### config.mk
export PLATFORM = sky130hd
export DESIGN_NAME = mvna_mul
export DESIGN_NICKNAME = d
export VERILOG_FILES = /design/src/hdl/mesh_vertex_normal_accumulator_assert.svh /design/src/hdl/mvna_mul.sv
export SDC_FILE = /design/constraint.sdc
export NUM_CORES = 2
export LEC_CHECK = 0
export ABC_CLOCK_PERIOD_IN_PS = 19300
export BUFFER_PORTS_ARGS = -buffer_cell sky130_fd_sc_hd__buf_2
export CAP_MARGIN = 20
export CORE_ASPECT_RATIO = 1.5
export CORE_MARGIN = 2
export CORE_UTILIZATION = 53
export DETAILED_ROUTE_END_ITERATION = 16
export MAX_ROUTING_LAYER = met4
export PLACE_DENSITY = 0.7
export RECOVER_POWER = 100
export SLEW_MARGIN = 20
export SYNTH_ARGS = -nofsm -noshare
export SYNTH_HDL_FRONTEND = slang
export SYNTH_SLANG_ARGS = --single-unit
### constraint.sdc
create_clock -name clk_i -period 19.3 [get_ports clk_i]
set_input_delay 0.965 -clock clk_i [delete_from_list [all_inputs] [get_ports clk_i]]
set_output_delay 0.965 -clock clk_i [all_outputs]
set_load 0.02 [all_outputs]
### src/hdl/mesh_vertex_normal_accumulator_assert.svh
// Assertion macros for the vertex normal accumulator.
`ifndef MESH_VERTEX_NORMAL_ACCUMULATOR_ASSERT_SVH
`define MESH_VERTEX_NORMAL_ACCUMULATOR_ASSERT_SVH

// Same-cycle implication, clocked on clk_i, off during reset.
`define MVNA_ASSERT_IMP(lbl, ante, cons, msg) \
  lbl: assert property (@(posedge clk_i) disable iff (!rst_ni) (ante) |-> (cons)) \
    else $error(msg);

// Next-cycle implication, clocked on clk_i, off during reset.
`define MVNA_ASSERT_NXT(lbl, ante, cons, msg) \
  lbl: assert property (@(posedge clk_i) disable iff (!rst_ni) (ante) |=> (cons)) \
    else $error(msg);

`endif

### src/hdl/mvna_mul.sv
`default_nettype none

module mvna_mul (
  input  logic               clk_i,
  input  logic signed [30:0] a_i,
  input  logic signed [30:0] b_i,
  output logic signed [61:0] p_o
);

  logic signed [61:0] p_q;

  always_ff @(posedge clk_i) begin
    p_q <= 62'(a_i) * 62'(b_i);
  end

  assign p_o = p_q;

endmodule

`default_nettype wire

==> summary.md <==
| Metric | Value |
|---|---|
| Reg area | 1240 sq um |
| Tcrit/Tclk final | between 50% and 60% |
| Placer Congestion | between 0.9 and 1 |
| Largest register FFs | between 60 and 70 |
| Die ar. | 69300 sq um |
| Final Hold Violating Endpoints | 0 |
| Count leader, synth | fa_1 |
| Synthesized instance count | 3796 |
| Area contributors post-synth | fa_1 (57%), inv_1 (11%), and2_1 (7.9%), ha_1 (6.4%), nand2_1 (5.4%) |
| Final-report setup violation count | 0 |
| WL/cell | ~21 microns |
| Total track usage | around 31% |
| CTS root buf | clkbuf_16 |
| Setup TNS Final | 0 ps |
| Core region area | ~67000 sq um |
| Top-area cell type share of the netlist area | a little under three fifths |
| HP Class | in2reg |
| Top Family by Delay on Critical Path | adder cells |
| Fmax achieved | 99.4 MHz |
| Fillers | 5995 |
| Seq cells post-synth | between 60 and 70 |
| Average size of a mapped cell | around 9.4 sq um |
| CP most frequent cell | fa_1 |
| Hold path startpoint | b_i[0] |
| Initial DRC count | around 1500 |
| CTS resizes | 0 |
| # hold bufs at CTS | 0 |
| Pins Over Slew Limit | 64 |
| Dpl cells | 4620 |
| Outcome | finished, violations left |
| Slew Limit Headroom | -43.2% |
| Mapped Nets | roughly 5100 |
| Largest net degree at the start of global routing | 33 |
| Routed Antenna Nets | 0 |
| IO Count | ~130 |
| Fin nets | between 5000 and 6000 |
| Commonest register cell after synthesis | dfxtp_1 |
| Register area share after synthesis | about 3.5% |
| CP Launch Type | input port |
| CTS Buf Count | 9 |
| Critical path's largest stage delay | between 1000 and 1500 ps |
| Worst slew pin tran | roughly 2100 ps |
| Clock slew at reported path FFs | approximately 90 ps |
| Synth area leader | fa_1 |
| Vias in the first global route | approximately 28000 |
| DRC errors left | 0 |
| Row cnt | roughly 120 |
| Clock buffer depth | 2 |
| Synth cell types | 47 |
| Via-to-Cell Ratio | between 5 and 6 |
| Failing checks | capacitance limit, slew limit |
| Layout cells sized above 1 | under 10% |
| Sink Count | a little over 60 |
| Post-Synthesis Cell Area | between 30000 and 40000 sq um |
| CP Launch Point | a_i[11] |
| Buffers & Inverters on Critical Path | 4 |
| HPWL after detailed placement | just under 80000 microns |
| Multi-input logic area | 29700 sq um |
| Area growth syn-to-layout | 3.73% |
| Post-route insts no fill | ~4600 |
| CP max FO | 31 |
| CTS tree | yes |
| Critical-path top delay cell | clkbuf_1 |
| Global-route wire length before repair | between 150000 and 200000 microns |
| Via Count | approximately 25000 |
| Die width | roughly 220 microns |
| Count of input and output buffers | between 100 and 150 |
| DRT Pass-1 Iters | 7 |
| Starting Density | a little over half |
| Worst-path cell chain | clkbuf_1 -> nand2_1 -> fa_1 -> inv_1 -> fa_1 -> fa_1 -> inv_1 -> fa_1 -> inv_1 -> fa_1 -> fa_1 -> fa_1 -> fa_1 -> ha_1 -> a21o_1 -> a21oi_1 -> o21ai_0 -> a21o_1 -> a41oi_1 -> o311ai_0 -> a2111oi_0 -> nor2_1 -> a31oi_1 -> xnor2_1 |
| Asr flop ratio synth | 0% |
| Post-synth EDFFs | 0 |
| Initial antenna violation count | 8 |
| WS Path Type | in2reg |
| H-Tree Depth | 3 |
| Total wire length | 99100 microns |
| Max-cap violation count | 2 |
| Setup Buffers After CTS | 0 |
| Critical Path RT | approximately 20000 ps |
| Yosys warns | 0 |
| CP Capture Type | flop |
| Worst Path Arrival | just over 10000 ps |
| Die span in y | ~320 microns |
| Final global-route overflow total | 0 |
| Most instantiated cells after synthesis | fa_1 (1018), inv_1 (1016), nand2_1 (514) |
| Final min period | approximately 10000 ps |
| RSZ-0062 raised after global routing | no |
## final cells by class
class                   instances  share of cell area, %
multi-input cells            2520                   80.6
inverters                    1016                   10.3
flip-flops and latches         62                   3.36
well taps                     885                   3.00
repair buffers                137                   1.73
clock buffers                   9                  0.610
clock inverters                 7                  0.332
diodes                          7                 0.0475
## through the flow
stage | hold slack [ps] | util, % | instance area, sq um | setup WS, ps
floorplan | 1290 | - | 35600 | 11250
global placement | 1380 | 55.0 | 36700 | 9620
detailed placement | 1380 | 55.0 | 36700 | 9510
CTS | 1110 | 55.6 | 37000 | 9940
global route | 1150 | 55.4 | 36900 | 8830
finish | 1120 | 55.4 | 36900 | 9240
## routing by layer
| layer | routed length, microns | track usage (%) | part of all wire (%) |
|---|---|---|---|
| met5 | 0 | - | 0 |
| met2 | 51500 | 52.8 | 52 |
| met1 | 31900 | 32.6 | 32 |
| met4 | 9980 | 26.2 | 10 |
| met3 | 5720 | 4.43 | 5.8 |
## placed cells by master, fill, tap and decap left out, types with 7 or more instances in the layout
cell and instances:
clkbuf_16 9, xnor2_1 46, o21bai_1 8, ha_1 182, nand2_1 514, buf_2 60, a21o_1 30, and2_1 446
nand4_1 10, o211ai_1 7, nand3_1 14, nand2b_1 10, diode_2 7, dfxtp_1 62, fa_1 1018, o21ai_0 26
nor2b_1 29, a21oi_1 64, buf_4 13, nor2_1 26, clkbuf_1 64, inv_1 1016, xor2_1 22
## cells by family (layout without fill, tap and decap cells)
| kind of cell | after synthesis | in the layout | synth area share (%) |
|---|---|---|---|
| compound gates | 175 | 175 | 3.25 |
| xor+xnor | 68 | 68 | 1.67 |
| fa+ha+maj | 1200 | 1200 | 63.7 |
| buf+inv | 1214 | 1169 | 12.8 |
| flops | 62 | 62 | 3.49 |
| mux | 1 | 1 | 0.0316 |
| other cells | 0 | 7 | 0 |
| simple gates | 1076 | 1076 | 15.1 |
## path summary, 6_finish.rpt
kind              endpoint  depth (start not counted)  slack, ps
setup / recovery   p_o[41]                         24       9240
hold / removal      p_o[0]                          2       1120
Power is not shown: default switching activity piles up to over one toggle a cycle in this logic, so the estimate is an artifact.
