`config.mk`:
```
export PLATFORM = sky130hd
export DESIGN_NAME = mvna_div
export DESIGN_NICKNAME = d
export VERILOG_FILES = /design/src/hdl/mesh_vertex_normal_accumulator_assert.svh /design/src/hdl/mvna_div.sv
export SDC_FILE = /design/constraint.sdc
export NUM_CORES = 1
export LEC_CHECK = 0
export BUFFER_PORTS_ARGS = -buffer_cell sky130_fd_sc_hd__buf_2
export CAP_MARGIN = 20
export CORE_UTILIZATION = 55
export CTS_BUF_LIST = sky130_fd_sc_hd__clkbuf_16
export CTS_CLUSTER_DIAMETER = 30
export DETAILED_ROUTE_END_ITERATION = 7
export GPL_ROUTABILITY_DRIVEN = 0
export PLACE_DENSITY = 0.78
export SYNTH_ARGS = -nofsm -noshare
export SYNTH_HDL_FRONTEND = slang
export SYNTH_SLANG_ARGS = --single-unit
```
`constraint.sdc`:
```
create_clock -name clk_i -period 4.8 [get_ports clk_i]
set_clock_uncertainty 0.15 [all_clocks]
set_input_delay 0.48 -clock clk_i [delete_from_list [all_inputs] [get_ports clk_i]]
set_output_delay 0.48 -clock clk_i [all_outputs]
set_load 0.05 [all_outputs]
```
`src/hdl/mesh_vertex_normal_accumulator_assert.svh`:
```
// Assertion macros for the vertex normal accumulator.
`ifndef MESH_VERTEX_NORMAL_ACCUMULATOR_ASSERT_SVH
`define MESH_VERTEX_NORMAL_ACCUMULATOR_ASSERT_SVH

// Same-cycle implication, clocked on clk_i, off during reset.
`define MVNA_ASSERT_IMP(lbl, ante, cons, msg) \
  lbl: assert property (@(posedge clk_i) disable iff (!rst_ni) (ante) |-> (cons)) \
    else $error(msg);

// Next-cycle implication, clocked on clk_i, off during reset.
`define MVNA_ASSERT_NXT(lbl, ante, cons, msg) \
  lbl: assert property (@(posedge clk_i) disable iff (!rst_ni) (ante) |=> (cons)) \
    else $error(msg);

`endif

```
`src/hdl/mvna_div.sv`:
```
`default_nettype none

module mvna_div (
  input  logic        clk_i,
  input  logic        rst_ni,
  input  logic        start_i,
  input  logic [29:0] mag_i,
  input  logic [30:0] norm_i,
  output logic        done_o,
  output logic [14:0] q_o
);

  logic        busy_q, done_q;
  logic [4:0]  cnt_q;
  logic [46:0] rem_q, dv_q;
  logic [16:0] quo_q;
  logic        ge;

  assign ge = rem_q >= dv_q;

  always_ff @(posedge clk_i or negedge rst_ni) begin
    if (!rst_ni) begin
      busy_q <= 1'b0;
      done_q <= 1'b0;
      cnt_q  <= '0;
    end else begin
      done_q <= busy_q && (cnt_q == 5'd0);
      if (start_i) begin
        busy_q <= 1'b1;
        cnt_q  <= 5'd16;
      end else if (busy_q) begin
        if (cnt_q == 5'd0) begin
          busy_q <= 1'b0;
        end else begin
          cnt_q <= cnt_q - 5'd1;
        end
      end
    end
  end

  always_ff @(posedge clk_i) begin
    if (start_i) begin
      rem_q <= {2'b0, mag_i, 15'b0} + {17'b0, norm_i[30:1]};
      dv_q  <= {norm_i, 16'b0};
      quo_q <= '0;
    end else if (busy_q) begin
      if (ge) begin
        rem_q <= rem_q - dv_q;
      end
      quo_q <= {quo_q[15:0], ge};
      dv_q  <= dv_q >> 1;
    end
  end

  assign done_o = done_q;
  assign q_o    = (quo_q > 17'd32767) ? 15'h7fff : quo_q[14:0];

endmodule

`default_nettype wire

```
==> impl_metrics.tcl <==
set metrics [dict create \
    grt_pass1_wl_um 33000 \
    crit_required_ps 4770 \
    cts_resized 0 \
    clk_pin_slew_worst_paths_ps 60 \
    grt_antenna_before_repair 0 \
    reg2reg_depth 11 \
    grt_use_met1 0.373 \
    slew_headroom 0.364 \
    clkLatencyLatePin_ps 430 \
    hold_path_class "in2reg" \
    synth_xor_area_frac 0.0699 \
    setup_viol 0 \
    yosys.area.top_type "edfxtp_1" \
    port_buffers 79 \
    yosysTopAreaCellShare 0.279 \
    drv_cap 0 \
    slew_viol_final 0 \
    grt_pass1_vias 6553 \
    postCtsSetupRepairBufs 0 \
    grt_setup_unrepaired "false" \
    vias 7162 \
    fin_crit_sh 0.810 \
    ant_nets 0 \
    yosysMostFrequentCell "nand2_1" \
    yosys.area_share.adder 0.100 \
    worst_pin_slew_ps 955 \
    first_pass_iters 8 \
    grt_use_total 0.267 \
    syn-num-nets 1061 \
    cp-end-kind "flop" \
    worst_ep_arrival_time_ps 3860 \
    cts_buffers 17 \
    diodes 0 \
    whs_path_depth 3 \
    synth-seq-cells 118 \
    vias_per_cell 5.99 \
    syn_to_final_growth_pct 13.7 \
    ir_worst_vdd_mv 0.342 \
    postCtsHoldBufs 1 \
    r2r_setup_slack_ps 910 \
    synth_compound_area_frac 0.190 \
    startpoint_type "flop" \
    dieArea_um2 15800 \
    synthTopCellsByCount "nand2_1, edfxtp_1, inv_1" \
    ys_warn_count 0 \
    muxShareOfSynthArea 0.0494 \
    r2r-start "rem_q[1]$_DFFE_PP_" \
    use_met3 0.0466 \
    start_util 0.571 \
    synth_top_family_by_area "compound AO/OA/AOI/OAI gates" \
    overflow 0 \
    synth_cell_types 70 \
    synth_edf_count 78 \
    nNetsFinal 1129 \
    min_to "dv_q[22]$_DFFE_PP_" \
    die_y_um 126 \
    p_per_area_nw_per_um2 680 \
    yosysSeqAreaShare 0.379 \
    power.total_mw 6.49 \
    finalHoldViolations 0 \
    yosys.area_share.simple 0.161 \
    cts.sinks 118 \
    clockBufferDepth 2 \
    synthCells 931 \
    row_count 44 \
    routedWlPerCell_um 17.2 \
    syn_area_um2 8390 \
    drtIter0Drc 778 \
    hold_ws_ps 206 \
    grt_max_degree 100 \
    leakagePower_nw 4.30 \
    clock-root-buffer "clkbuf_16" \
    fmax_mhz 257 \
    path_max_fanout 19 \
    post-route-drc-count 8 \
    worstHoldStart "norm_i[6]" \
    synthArstFlopShare 0.0593 \
    hpwlAfterDp_um 15200 \
    violations "design-rule violations" \
    outcome "complete, but fails checks" \
    criticalPathCategory "reg2reg" \
    wl_um 20500 \
    synthTopCellsByArea "edfxtp_1, ha_1, dfxtp_1" \
    drive_gt1_frac 0.143 \
    min_period_ps 3890 \
    syn_avg_cell_area_um2 9.01 \
    fin_setup_tns_ps 0 \
    coreArea_um2 14700 \
    tritoncts "done" \
    reg2reg_to "rem_q[36]$_DFFE_PP_" \
    htree_levels 4 \
    grt.busiest_layer "met2" \
    dieWidth_um 126 \
    io_pins 80 \
    ys_dominant_reg_cell "edfxtp_1" \
    use_met2 0.420 \
]
==> report_power, final <==
part	total, mW	leakage, nW	internal, mW	switching, mW
logic	3.56	2.82	1.43	2.14
clock network	1.26	0.304	0.778	0.481
registers	1.66	1.17	1.54	0.125
==> cells by family after synthesis <==
kind of cell,after synthesis
AO/OA/AOI/OAI,237
XOR/XNOR,67
adder cells (fa/ha/maj),66
buffers and inverters,111
flip-flops,118
multiplexers,41
AND/OR/NAND/NOR,291
==> metal layers <==
metal	vias to the layer above	wire [um]	share of wire
li1	3487	-	-
met1	3342	9550	0.47
met2	310	9130	0.45
met3	23	1540	0.075
met4	0	286	0.014
met5	-	0	0
==> critical path, cell delays in order, from the launching register on <==
cell and delay (ps):
edfxtp_1 420, ha_1 330, nor2b_1 170, o2111ai_1 140, a21oi_1 340, o21ai_1 180, o2bb2ai_2 310, a41oi_4 210
o31ai_1 280, o211ai_1 180, o21bai_4 550, buf_4 320
==> area by class of cell <==
cell class / instances / area (um^2)
clock inverters: 11 / 66.3
well taps: 184 / 230
clock buffers: 21 / 526
fillers: 1204 / 5160
multi-input cells: 702 / 4800
repair buffers: 86 / 465
inverters: 74 / 278
flip-flops and latches: 118 / 3180
==> layout by cell type, fill, tap and decap left out, drive strengths merged, types with 4 or more instances in the layout <==
| master | count |
|---|---|
| a211oi | 9 |
| a21o | 17 |
| a21oi | 66 |
| a22o | 4 |
| a31oi | 7 |
| and2 | 6 |
| and3 | 11 |
| buf | 85 |
| clkbuf | 21 |
| clkinv | 6 |
| dfrtp | 7 |
| dfxtp | 33 |
| edfxtp | 78 |
| ha | 64 |
| inv | 79 |
| mux2i | 38 |
| nand2 | 114 |
| nand2b | 8 |
| nand3 | 12 |
| nand4 | 20 |
| nor2 | 73 |
| nor2b | 4 |
| nor3 | 10 |
| o211ai | 7 |
| o21ai | 63 |
| o21bai | 15 |
| o221ai | 4 |
| o22ai | 5 |
| o31ai | 19 |
| or2 | 4 |
| or3 | 18 |
| xnor2 | 50 |
| xor2 | 17 |
==> through the flow <==
step,instances,util,area [um^2],setup slack (ps)
after detailed placement,1163,0.608,8940,861
after floorplan,931,-,8400,770
after CTS,1196,0.649,9540,897
after global placement,1163,0.608,8940,978
after global routing,1196,0.649,9540,607
final,1196,0.649,9540,913
==> flip-flops by register name, indices dropped and copies added (netlist names) <==
register  count
busy_q        1
done_o        1
rem_q        47
quo_q        17
dv_q         47
cnt_q         5
==> worst max-delay path by stage <==
stage | cells after the start | to | startpoint | slack, ps
after CTS | 11 | rem_q[38]$_DFFE_PP_ | rem_q[1]$_DFFE_PP_ | 900
after floorplan | 10 | rem_q[0]$_DFFE_PP_ | rem_q[1]$_DFFE_PP_ | 770
final | 11 | rem_q[36]$_DFFE_PP_ | rem_q[1]$_DFFE_PP_ | 910
after global routing | 11 | rem_q[39]$_DFFE_PP_ | dv_q[21]$_DFFE_PP_ | 610
after global placement | 11 | rem_q[38]$_DFFE_PP_ | rem_q[1]$_DFFE_PP_ | 980
after detailed placement | 11 | rem_q[39]$_DFFE_PP_ | rem_q[1]$_DFFE_PP_ | 860
Power figures use the tool's default switching activity.
