<file path="src/hdl/mesh_vertex_normal_accumulator_assert.svh">
// Assertion macros for the vertex normal accumulator.
`ifndef MESH_VERTEX_NORMAL_ACCUMULATOR_ASSERT_SVH
`define MESH_VERTEX_NORMAL_ACCUMULATOR_ASSERT_SVH

// Same-cycle implication, clocked on clk_i, off during reset.
`define MVNA_ASSERT_IMP(lbl, ante, cons, msg) \
  lbl: assert property (@(posedge clk_i) disable iff (!rst_ni) (ante) |-> (cons)) \
    else $error(msg);

// Next-cycle implication, clocked on clk_i, off during reset.
`define MVNA_ASSERT_NXT(lbl, ante, cons, msg) \
  lbl: assert property (@(posedge clk_i) disable iff (!rst_ni) (ante) |=> (cons)) \
    else $error(msg);

`endif

</file>
<file path="src/hdl/mvna_root.sv">
`default_nettype none

module mvna_root (
  input  logic        clk_i,
  input  logic        rst_ni,
  input  logic        start_i,
  input  logic [61:0] x_i,
  output logic        done_o,
  output logic [30:0] root_o
);

  logic        busy_q, done_q;
  logic [61:0] rem_q, r_q, bit_q;
  logic [61:0] trial;
  logic        ge;

  assign trial = r_q + bit_q;
  assign ge    = rem_q >= trial;

  always_ff @(posedge clk_i or negedge rst_ni) begin
    if (!rst_ni) begin
      busy_q <= 1'b0;
      done_q <= 1'b0;
    end else begin
      done_q <= busy_q && bit_q[0];
      if (start_i) begin
        busy_q <= 1'b1;
      end else if (busy_q && bit_q[0]) begin
        busy_q <= 1'b0;
      end
    end
  end

  always_ff @(posedge clk_i) begin
    if (start_i) begin
      rem_q <= x_i;
      r_q   <= '0;
      bit_q <= 62'd1 << 60;
    end else if (busy_q) begin
      if (ge) begin
        rem_q <= rem_q - trial;
        r_q   <= (r_q >> 1) + bit_q;
      end else begin
        r_q   <= r_q >> 1;
      end
      bit_q <= bit_q >> 2;
    end
  end

  assign done_o = done_q;
  assign root_o = r_q[30:0];

endmodule

`default_nettype wire

</file>
<file path="config.mk">
export PLATFORM = sky130hd
export DESIGN_NAME = mvna_root
export DESIGN_NICKNAME = d
export VERILOG_FILES = /design/src/hdl/mesh_vertex_normal_accumulator_assert.svh /design/src/hdl/mvna_root.sv
export SDC_FILE = /design/constraint.sdc
export NUM_CORES = 1
export LEC_CHECK = 0
export BUFFER_PORTS_ARGS = -buffer_cell sky130_fd_sc_hd__buf_2
export CORE_MARGIN = 2
export CORE_UTILIZATION = 50
export DETAILED_ROUTE_END_ITERATION = 8
export PLACE_DENSITY = 0.68
export SLEW_MARGIN = 10
export SYNTH_ARGS = -nofsm -noshare
export SYNTH_HDL_FRONTEND = slang
export SYNTH_SLANG_ARGS = --single-unit
</file>
<file path="constraint.sdc">
create_clock -name clk_i -period 13.2 [get_ports clk_i]
set_input_delay 0.66 -clock clk_i [delete_from_list [all_inputs] [get_ports clk_i]]
set_output_delay 0.66 -clock clk_i [all_outputs]
set_load 0.03 [all_outputs]
</file>
==> results by group <==
Run status
  • Status: finished, final reports clean

Clocking
  • Post-CTS Resized: 0
  • Clock buffer depth: 2
  • CTS Buf Count: 17
  • Postcts setup bufs: 0
  • Clock Pin Slew Worst Setup and Hold Paths: 0.07 ns
  • Sink Count: 157
  • Clk root buf: clkbuf_16
  • CTS tree: done
  • Cts hold-fix bufs: 1
  • Worst-skew pair later-pin latency: 0.45 ns
  • H-tree levels: 4

Place
  • Port buffer count: 96
  • Final HPWL DP: 31700 um
  • Place WS: 6.59 ns
  • Placer Congestion: 0.978
  • Cell Area, Placed: 15000 um2

STA
  • Period minus WS final: 6.81 ns
  • Setup TNS Final: 0 ns
  • Final WS setup: 6.39 ns
  • Pins Over Slew Limit: 0
  • Fin. Hold Viols: 0
  • Fmax: 0.147 GHz
  • Final setup viols: 0
  • Worst slew pin tran: 1.07 ns
  • Tcrit/Tclk final: 51.6%
  • Slew margin rel.: 27.0%
  • Setup skew after layout: 0.0160 ns
  • RSZ-0062 raised after global routing: no

Power and ir drop
  • Max VDD drop: 0.000118 V
  • Leakage power: 6.29 nW
  • Power Dens Cells: 213 nW/um2

Route
  • Routed vias/inst: 6.27
  • Iter 0 DRT Violations: 1288
  • Drt wl/cell: 19.2 um
  • DRC viols: 0
  • WL final: 42900 um
  • Vias: 14008
  • Routed Antenna Nets: 0
  • DRT Pass-1 Iters: 5

Yosys
  • Top post-synthesis cells by area: dfxtp_1 13%, edfxtp_1 13%, ha_1 11%
  • Main flop type after synthesis: dfxtp_1
  • Netlist Area Pre-Place: 14600 um2
  • Area leader, netlist: dfxtp_1
  • Yosys warning count: 0
  • Top-area cell type share of the netlist area: 12.8%
  • Cells after Synth: 1843
  • Mean Syn Cell Area: 7.91 um2
  • EDFF count, synth: 62
  • Synth unique cells: 82
  • Synth Register Bits: 157
  • Syn Nets: 2035
  • Seq/Total Area, Yosys: 25.9%
  • Async S/R FF share, synth: 1.27%

Floorplanning
  • Core Region: 28700 um2
  • I/O pin count: 97
  • DIE AREA: 30500 um2
  • Starting Density: 50.8%
  • Die width: 175 um
  • Die Y: 175 um
  • FP Rows: 62

Setup path
  • Required @ worst endpoint: 13.55 ns
  • Data arrival, critical path: 7.16 ns
  • Critical path fanouts, max: 35
  • Crit. End Element: flip-flop
  • Critical path startpoint category: flip-flop
  • Crit path kind: flip-flop to flip-flop

Global route
  • First-pass GRT wire length: 69400 um
  • Initial antenna violation count: 0
  • Vias in the first global route: 12912
  • Total GRT Usage: 28.1%
  • Largest net degree at the start of global routing: 78
  • Congestion Overflow GR: 0

Layout
  • Post-layout nets: 2030
  • Design area: 15600 um2
  • Area grow syn2layout: 6.95%
  • Antenna diode count: 0
  • Finished Core Util: 54.3%
  • Layout cells sized above 1: 9.24%

Run
  • Maxcap violations: 0

Min path
  • Min-delay worst type: primary input to flip-flop
[sequential cells by signal, summed over array words and instances, names as in the netlist]
register and flops:
busy_q 1, r_q 62, rem_q 62, bit_q 31
done_o 1
[final cells by class]
type,instances,area (um2)
tap,384,480
timing repair buffer,105,557
sequential,157,3780
fill,2752,13100
inverter,39,146
multi-input combinational,1518,10000
clock inverter,13,141
clock buffer,19,464
[cell usage after synthesis (9+ instances only)]
cell	number
edfxtp_1	62
o21ai_0	172
buf_2	13
or3_1	17
nand2_1	205
nor2_1	180
xnor2_1	66
a311oi_1	24
xor2_1	82
and3_1	12
clkbuf_1	75
and2_1	20
a21oi_1	117
buf_4	34
nor2b_1	13
nand3_1	27
dfxtp_1	93
a31oi_1	60
o31ai_1	17
inv_1	39
o22ai_1	18
a21o_1	46
o21bai_1	36
nand4_1	45
nor3_1	28
ha_1	126
o211ai_1	9
mux2i_1	43
a31o_2	11
a211oi_1	32
[cells by family after synthesis]
| logic type | after synthesis | share of synthesized area, % |
|---|---|---|
| buffers and inverters | 168 | 5.43 |
| multiplexers | 50 | 3.52 |
| adder cells (fa/ha/maj) | 127 | 11.0 |
| flip-flops | 157 | 25.9 |
| AO/OA/AOI/OAI | 617 | 27.4 |
| AND/OR/NAND/NOR | 576 | 17.9 |
| XOR/XNOR | 148 | 8.90 |
[cells in the final DEF, fill, tap and decap left out, drive strengths merged, types with 9 or more instances in the layout]
master	Yosys	layout
nor2	181	181
nand2	205	205
dfxtp	93	93
ha	126	126
nand4	45	45
and2	20	20
xor2	82	82
a31oi	61	61
a21oi	118	118
a31o	12	12
buf	53	104
nor2b	13	13
o21ai	175	175
o22ai	18	18
nor3	28	28
and3	12	12
xnor2	66	66
a211oi	32	32
nand3	27	27
a311oi	24	24
o21bai	36	36
inv	39	48
o31ai	18	18
clkbuf	76	19
o211ai	9	9
or3	18	18
mux2i	43	43
a21o	46	46
edfxtp	62	62
[path summary, 6_finish.rpt]
kind / startpoint / end / slack [ns] / depth (start not counted)
setup / recovery: bit_q[0]$_SDFFE_PP0P_ / r_q[54]$_SDFFE_PP0P_ / 6.39 / 24
hold / removal: x_i[58] / rem_q[58]$_DFFE_PP_ / 0.48 / 3
setup reg to reg: bit_q[0]$_SDFFE_PP0P_ / r_q[54]$_SDFFE_PP0P_ / 6.39 / 24
hold reg to reg: r_q[0]$_SDFFE_PP0P_ / r_q[0]$_SDFFE_PP0P_ / 0.52 / 2
max in group asynchronous: rst_ni / busy_q$_DFFE_PN0P_ / 12.58 / 2
min in group asynchronous: rst_ni / busy_q$_DFFE_PN0P_ / 0.52 / 2
[per-layer routing]
layer	global-route usage (%)	vias to the layer above	wire length (um)
met2	42.4	589	18400
met1	42.4	6575	20700
met5	0	-	0
met3	3.29	51	3000
met4	6.98	0	743
li1	-	6793	-
[per-stage QoR]
stage	total power, mW	instances	hold slack, ns
global placement	2.73	2202	0.449
global route	3.57	2235	0.491
detailed placement	2.75	2202	0.451
floorplan	2.32	1843	0.364
CTS	3.29	2235	0.471
finish	3.32	2235	0.481
[critical path: stages, from the launching register on]
cell	delay [ns]
dfxtp_1	0.35
ha_1	0.24
ha_1	0.24
a211o_1	0.33
a41oi_1	0.54
a211o_1	0.26
a211oi_1	0.11
o211ai_1	0.35
o211ai_1	0.23
a21oi_1	0.29
nor2_1	0.08
a31oi_1	0.19
xor2_1	0.12
ha_1	0.42
nand2_1	0.09
o21ai_0	0.26
nor2_1	0.12
a31o_1	0.20
a311o_2	0.40
a21oi_4	0.13
buf_4	0.40
or2_1	0.38
buf_4	0.41
mux2_4	0.34
a221oi_2	0.21
[power breakdown]
| group | internal (mW) | leakage [nW] | switching [mW] |
|---|---|---|---|
| registers | 0.695 | 1.42 | 0.106 |
| clock network | 0.284 | 0.303 | 0.241 |
| logic | 0.764 | 4.56 | 1.23 |
| total | 1.74 | 6.29 | 1.58 |
Power figures use the tool's default switching activity.
