$ cat config.mk
export PLATFORM = sky130hd
export DESIGN_NAME = mvna_ram
export DESIGN_NICKNAME = d
export VERILOG_FILES = /design/src/hdl/mesh_vertex_normal_accumulator_assert.svh /design/src/hdl/mvna_ram.sv
export SDC_FILE = /design/constraint.sdc
export NUM_CORES = 1
export LEC_CHECK = 0
export BUFFER_PORTS_ARGS = -buffer_cell sky130_fd_sc_hd__buf_2
export CAP_MARGIN = 20
export CORE_UTILIZATION = 44
export CTS_CLUSTER_DIAMETER = 50
export CTS_CLUSTER_SIZE = 20
export DETAILED_ROUTE_END_ITERATION = 16
export GPL_TIMING_DRIVEN = 0
export PLACE_DENSITY_LB_ADDON = 0.3
export SYNTH_ARGS = -nofsm -noshare
export SYNTH_HDL_FRONTEND = slang
export SYNTH_SLANG_ARGS = --single-unit
$ cat constraint.sdc
create_clock -name clk_i -period 5.2 [get_ports clk_i]
set_input_delay 0.52 -clock clk_i [delete_from_list [all_inputs] [get_ports clk_i]]
set_output_delay 0.52 -clock clk_i [all_outputs]
set_load 0.005 [all_outputs]
$ cat src/hdl/mesh_vertex_normal_accumulator_assert.svh
// Assertion macros for the vertex normal accumulator.
`ifndef MESH_VERTEX_NORMAL_ACCUMULATOR_ASSERT_SVH
`define MESH_VERTEX_NORMAL_ACCUMULATOR_ASSERT_SVH

// Same-cycle implication, clocked on clk_i, off during reset.
`define MVNA_ASSERT_IMP(lbl, ante, cons, msg) \
  lbl: assert property (@(posedge clk_i) disable iff (!rst_ni) (ante) |-> (cons)) \
    else $error(msg);

// Next-cycle implication, clocked on clk_i, off during reset.
`define MVNA_ASSERT_NXT(lbl, ante, cons, msg) \
  lbl: assert property (@(posedge clk_i) disable iff (!rst_ni) (ante) |=> (cons)) \
    else $error(msg);

`endif

$ cat src/hdl/mvna_ram.sv
`default_nettype none

module mvna_ram #(
  parameter int WIDTH = 8,
  parameter int DEPTH = 16
) (
  input  logic                     clk_i,
  input  logic                     we_i,
  input  logic [$clog2(DEPTH)-1:0] waddr_i,
  input  logic [WIDTH-1:0]         wdata_i,
  input  logic [$clog2(DEPTH)-1:0] raddr_i,
  output logic [WIDTH-1:0]         rdata_o
);

  logic [WIDTH-1:0] mem [DEPTH];
  logic [WIDTH-1:0] rdata_q;

  always_ff @(posedge clk_i) begin
    if (we_i) begin
      mem[waddr_i] <= wdata_i;
    end
    rdata_q <= mem[raddr_i];
  end

  assign rdata_o = rdata_q;

endmodule

`default_nettype wire

==> summary.md, run 1 <==
| Metric | Value |
|---|---|
| Most common cell after layout, fill and taps aside | edfxtp_1 |
| Pwr per Cell Area | 413.2 nW/µm² |
| Relative slew margins | 43.66% |
| Lkg Pwr | 0.002036 µW |
| Most frequent cells in the layout | edfxtp_1, buf_2, mux4_2 |
| Max Clock Skew | 7.746 ps |
| Min-Delay Path Class | in -> reg |
| Max Clk Rate | 0.5576 GHz |
| First-pass GRT wire length | 14200 µm |
| Maximum clock path buffer count | 2 |
| Hold-fix buffers at CTS | 0 |
| Area Growth Syn to Fin | 17.67% |
| Vias in the first global route | 2386 |
| Period minus WS final | 1793 ps |
| Reg2reg setup slack | 3740 ps |
| Maxcap violations | 0 |
| Avg Inst Size Synth | 22.48 µm² |
| Worst Max-Slew Pin Slew | 841.9 ps |
| PortBufs | 24 |
| Placed instance count | 400 |
| Die Footprint | 12140 µm² |
| Crit-path max cell delay | 670 ps |
| Syn. warnings | 0 |
| Cell Chain, Critical Path | buf_2, or3b_2, nor2_1 |
| Drt drc | 0 |
| Final period utilization | 34.49% |
| Number of slew-limit violations in the final report | 0 |
| Critical Path AT | 1830 ps |
| Family with the most delay on the worst path | simple AND/OR/NAND/NOR gates |
| Cells on worst reg2reg path | 3 |
| Initial Util | 45.08% |
| Clock root cell | clkbuf_16 |
| Status | complete, no violations |
| CP Launch Type | primary input |
| First-pass detailed-route iteration total | 4 |
| Routed Antenna Nets | 0 |
| Detail Placement HPWL | 6074 µm |
| Final hold vios | 0 |
| First DRT Iteration DRCs | 189 |
| Total track usage | 17.78% |
| Clock transition at the registers of the reported paths | 60 ps |
| Crit path launch | waddr_i[2] |
| Die width | 110.2 µm |
| Critical Path Slowest Stage Cell | nor2_1 |
| Row Count | 39 |
| Wire per inst | 22.00 µm |
| Pin count of the biggest net entering global routing | 17 |
| Gpl congestion | 0.6929 |
| Maximum VDD drop | 0.0002434 V |
| Crit end category | flip-flop |
| Core area | 11420 µm² |
| CTS tree | built |
| Critical path endpoint | mem[3][5]$_DFFE_PP_ |
| Initial antenna violation count | 0 |
| WS Path Type | in -> reg |
| Hold_ws | 510.0 ps |
| H-tree depth | 4 |
| Post-synthesis register bit count | 136 |
| Final setup fails | 0 |
| Critical path data required time | 5240 ps |
| Total grt overflow | 0 |
| Die Y-Extent | 110.2 µm |
| Number of diodes | 0 |
| Crit. path cell count | 3 |
| Final wirelength | 9506 µm |
| Setup TNS | 0 ps |
| Worst-path fanout max | 8 |
| Netlist cell types | 19 |
| Vias per cell | 5.528 |
| R2R Path End | rdata_o[7]$_DFF_P_ |
| Setup bufs post-CTS | 0 |
| Layout cells sized above 1 | 30.10% |
| Clk_lat worst skew | 410 ps |
| Crit path buf inv count | 1 |
| Post-Syn Instances | 229 |
| Post-synthesis sequential area ratio | 77.78% |
| CTS Buf Count | 17 |
| Cell Count, Final, Fillers Out | 432 |
| Net count after synthesis | 247 |
| Vias | 2388 |
| Io pins | 26 |
| FF-to-FF Start | mem[15][7]$_DFFE_PP_ |
| RSZ-0062 raised after global routing | false |
| Cts repair resizes | 0 |
| Clock sinks | 136 |
| # nets final | 294 |
| Area of the mapped netlist | 5147 µm² |
==> per-stage QoR <==
stage                     instance area, µm²  worst slack (ps)  total power, µW  utilization (%)
after detailed placement                5474              2969             1370            47.94
after CTS                               6057              3400             2516            53.05
after global routing                    6057              3361             2572            53.05
final                                   6057              3407             2503            53.05
after global placement                  5446              2611             1366            47.70
after floorplan                         5147              3187             1316                -
==> flip-flops by register name, indices dropped and copies added, names as in the netlist <==
register and count:
mem 128, rdata_o 8
==> power by group <==
group          leakage [µW]  internal [µW]  switching, µW
combinational      0.000537           49.0           66.2
sequential          0.00122           1230           5.28
clock              0.000275            727            430
==> worst min path at each step <==
stage	from	endpoint	slack, ps	cells after the start
after floorplan	wdata_i[0]	mem[0][0]$_DFFE_PP_	620	0
after global placement	mem[11][2]$_DFFE_PP_	rdata_o[2]$_DFF_P_	660	3
after detailed placement	mem[11][2]$_DFFE_PP_	rdata_o[2]$_DFF_P_	670	3
after CTS	wdata_i[2]	mem[5][2]$_DFFE_PP_	500	1
after global routing	wdata_i[2]	mem[15][2]$_DFFE_PP_	500	1
final	wdata_i[3]	mem[15][3]$_DFFE_PP_	510	1
==> routing by layer <==
metal  up-vias  global-route usage [%]  share of wire [%]
met2        72                   25.94                 46
li1       1072                       -                  -
met3        17                   4.409                4.9
met1      1227                   25.20                 47
met4         0                   8.741                2.3
met5         -                       0                  0
==> worst register-to-register path: stages (launching register included) <==
cell and delay [ps]:
edfxtp_1 360, mux4_2 510, a22oi_1 360, nand2_1 100
==> kinds of logic (layout without fill, tap and decap cells) <==
group	Yosys count	in the layout	share of synthesized area (%)
muxes	32	32	15.02
AOI/OAI and AO/OA	16	16	2.334
and+or+nand+nor	35	35	3.184
DFF	136	136	77.78
buffers and inverters	10	70	1.677
==> cell type report <==
| type | count | area, µm² |
|---|---|---|
| clock buffers | 20 | 456.7 |
| well taps | 143 | 178.9 |
| repair buffers | 28 | 147.6 |
| fillers | 889 | 5361 |
| flip-flops and latches | 136 | 4004 |
| multi-input cells | 83 | 1057 |
| clock inverters | 12 | 126.4 |
| plain buffers | 10 | 86.33 |
==> cell usage after synthesis <==
| cell | number | area share (%) |
|---|---|---|
| nand2b_1 | 2 | 0.24 |
| buf_6 | 3 | 0.66 |
| dfxtp_1 | 8 | 3.1 |
| mux4_1 | 14 | 7.1 |
| and2b_1 | 1 | 0.15 |
| buf_4 | 1 | 0.15 |
| mux4_2 | 18 | 7.9 |
| or3b_2 | 1 | 0.17 |
| nor2b_1 | 1 | 0.12 |
| nor3_1 | 4 | 0.39 |
| and2_1 | 1 | 0.12 |
| nor2_1 | 13 | 0.95 |
| nand3b_1 | 2 | 0.29 |
| a22oi_1 | 16 | 2.3 |
| buf_2 | 3 | 0.29 |
| edfxtp_1 | 128 | 75 |
| nand2_1 | 9 | 0.66 |
| clkdlybuf4s25_2 | 3 | 0.58 |
| nand3_1 | 1 | 0.097 |
Power figures use the tool's default switching activity.
==> run 2: changes to the inputs <==
- ABC_AREA: default -> 1
- clock period: 5.2 -> 1.8 ns (I/O delays scaled with it)
==> run 2 against run 1 <==
Compared with the run above: global-route usage up 5.0 points; final area up 10%; flip-flop and latch count unchanged; synthesized cell count up 140%; register-to-register slack worse by 3100 ps; first-iteration DRC count up 140%; sequential power rose to 2.9 times the previous value; clock power rose to 3.0 times the previous value; clock skew up 5.8 ps; largest cell class unchanged.
==> summary.md, run 2 <==
| Metric | Value |
|---|---|
| Io pins | 26 (unchanged) |
| Vias in the first global route | 3860 (+62%) |
| Layout cells sized above 1 | 12.07% (-18 points) |
| Post-Syn Instances | 551 (+140%) |
| CTS Buf Count | 17 (unchanged) |
| Met3 routed WL | 1217 µm (+160%) |
| R2R Path End | rdata_o[0]$_DFF_P_ |
| Min-Delay Path Class | in -> reg |
| Most frequent cells in the layout | nand2_1, edfxtp_1, inv_1 |
| RSZ-0062 raised after global routing | false |
| Clk_lat worst skew | 410 ps (about the same) |
| Post-synthesis sequential area ratio | 69.43% (-8.4 points) |
| Netlist cell types | 12 (-7) |
| Pin count of the biggest net entering global routing | 17 (unchanged) |
| Top sig layer | met4 |
| Crit path buf inv count | 1 (unchanged) |
| Max Clock Skew | 13.50 ps (+5.750 ps) |
| Worst Max-Slew Pin Slew | 1008 ps (+166.3 ps) |
| Final setup fails | 0 (unchanged) |
| Avg Inst Size Synth | 10.47 µm² (-53%) |
| Crit-path max cell delay | 800 ps (+130 ps) |
| Family with the most delay on the worst path | simple AND/OR/NAND/NOR gates |
| Synth Flop Type | edfxtp_1 |
| Number of slew-limit violations in the final report | 0 (unchanged) |
| Net count after synthesis | 569 (+130%) |
| HP Start | wdata_i[4] |
| WS Path Type | in -> reg |
| Clock root cell | clkbuf_16 |
| Initial antenna violation count | 0 (unchanged) |
| Die width | 116.5 µm (+5.7%) |
| Routed Antenna Nets | 0 (unchanged) |
| Syn. warnings | 0 (unchanged) |
| PortBufs | 22 (-8.3%) |
| Final hold vios | 0 (unchanged) |
| FF-to-FF Start | mem[15][0]$_DFFE_PP_ |
| Setup slack after layout | 487.3 ps (-2919 ps) |
| Top reg by flops | mem |
| Area share of the largest cell type after synthesis | 66.65% (-8.0 points) |
| Drt drc | 0 (unchanged) |
| Critical Path AT | 1340 ps (-490 ps) |
| Reg2reg setup slack | 690 ps (-3050 ps) |
| Cells on worst reg2reg path | 6 (+3) |
| Fillers | 1148 (+29%) |
| CTS tree | built |
| Setup TNS | 0 ps (unchanged) |
| First-pass detailed-route iteration total | 5 (+1) |
| Ys async rst share | 0% (unchanged) |
| Critical path data required time | 1830 ps (-3410 ps) |
| Cell Chain, Critical Path | buf_2, nand3b_1, nor2_1 |
| Vias per cell | 4.995 (-9.6%) |
| Core area | 12720 µm² (+11%) |
| Overall power | 7521 µW (+200%) |
| Total track usage | 22.78% (+5.0 points) |
| Post-synth top area cell | edfxtp_1 |
| Max Clk Rate | 0.7618 GHz |
| Register area | 4004 µm² (unchanged) |
| Final period utilization | 72.93% |
| Final core occ | 52.55% (-0.50 points) |
| Vias | 3881 (+63%) |
| Multi-input logic area | 1214 µm² (+15%) |
| Pwr per Cell Area | 1125 nW/µm² (+170%) |
| Top cells by count, synth | nand2_1, edfxtp_1, inv_1 |
| Gpl congestion | 0.8298 (+20%) |
| Maximum clock path buffer count | 2 (unchanged) |
| Die Footprint | 13570 µm² (+12%) |
| Clock sinks | 136 (unchanged) |
| Period minus WS final | 1313 ps |
| Hold-fix buffers at CTS | 0 (unchanged) |
| Area of the mapped netlist | 5767 µm² (+12%) |
| Total grt overflow | 0 (unchanged) |
| Critical Path Slowest Stage Cell | nor2_1 |
| Area Growth Syn to Fin | 15.93% |
| First-pass GRT wire length | 21500 µm (+51%) |
| Max FFs per register | 128 (unchanged) |
| Met2 WL post-DR | 6405 µm (+46%) |
| Lkg Pwr | 0.002905 µW (+43%) |
| Relative slew margins | 32.54% (-11 points) |
| WHS Endpoint | mem[2][4]$_DFFE_PP_ |
| Row Count | 41 (+5.1%) |
| Status | complete, no violations |
| Maximum VDD drop | 0.0006046 V (+150%) |
| Cts repair resizes | 0 (unchanged) |
| Clock transition at the registers of the reported paths | 60 ps (about the same) |
| Post-synthesis register bit count | 136 (unchanged) |
| Number of diodes | 0 (unchanged) |
| Crit end category | flip-flop |
| Routed met1 length | 5816 µm (+31%) |
| Wire per inst | 17.75 µm (-19%) |
| Area contributors post-synth | edfxtp_1, nand2_1, nand3_1, inv_1, dfxtp_1 |
| Most common cell after layout, fill and taps aside | nand2_1 |
| Die Y-Extent | 116.5 µm (+5.7%) |
| Setup bufs post-CTS | 0 (unchanged) |
| H-tree depth | 4 (unchanged) |
| Hold Path Depth | 1 (unchanged) |
| Final wirelength | 13790 µm (+45%) |
| Detail Placement HPWL | 8898 µm (+47%) |
| Initial Util | 45.33% (+0.25 points) |
| CP Launch Type | primary input |
| Worst-path fanout max | 8 (unchanged) |
| Maxcap violations | 0 (unchanged) |
| # nets final | 610 (+110%) |
| Most numerous cell in the Yosys netlist | nand2_1 |
| Pre-CTS worst setup slack | 55.74 ps (-2913 ps) |
| First DRT Iteration DRCs | 455 (+140%) |
| Number of flops mapped to enable cells by yosys | 128 (unchanged) |
| Hold_ws | 169.6 ps (-340.4 ps) |
| Crit path launch | waddr_i[3] |
run 2: kinds of logic after synthesis:
group / share of synthesized area [%]
buffers and inverters: 9.525
DFF: 69.43
and+or+nand+nor: 21.05
run 2: final cells by class:
cell class,instances,area share [%]
sequential,136,59.89
multi-input combinational,289,18.15
clock buffer,20,6.532
inverter,102,5.727
tap,172,3.219
buffer,24,2.489
clock inverter,12,2.340
timing repair buffer,22,1.647
run 2: per-layer routing:
metal | vias up | track usage [%]
met5 | - | 0
met4 | 0 | 9.573
met3 | 30 | 4.515
met2 | 191 | 35.62
met1 | 1801 | 31.17
li1 | 1859 | -
run 2: worst max-delay path by stage:
| stage | end | slack, ps | cells past startpoint |
|---|---|---|---|
| detailed placement | mem[5][1]$_DFFE_PP_ | 60 | 3 |
| floorplan | mem[10][0]$_DFFE_PP_ | 670 | 2 |
| finish | mem[5][3]$_DFFE_PP_ | 490 | 3 |
| global placement | mem[7][0]$_DFFE_PP_ | 100 | 3 |
| CTS | mem[5][4]$_DFFE_PP_ | 490 | 3 |
| global route | mem[5][0]$_DFFE_PP_ | 430 | 3 |
run 2: worst reg2reg max path, stage by stage (launching register included):
cell,delay [ps]
edfxtp_1,360
inv_1,70
nand2_1,60
nand3_1,130
nand3_1,120
nand3_1,180
nand2_1,80
run 2: stage by stage:
stage / std cells / cell area (µm²)
after floorplan: 551 / 5767
after global placement: 745 / 6092
after detailed placement: 745 / 6092
after CTS: 777 / 6685
after global routing: 777 / 6685
final: 777 / 6685
run 2: power by group:
group          leakage (µW)  internal [µW]  total (µW)  switching (µW)
combinational       0.00139            135         458             322
clock              0.000294           2290        3500            1220
sequential          0.00122           3540        3560            17.2
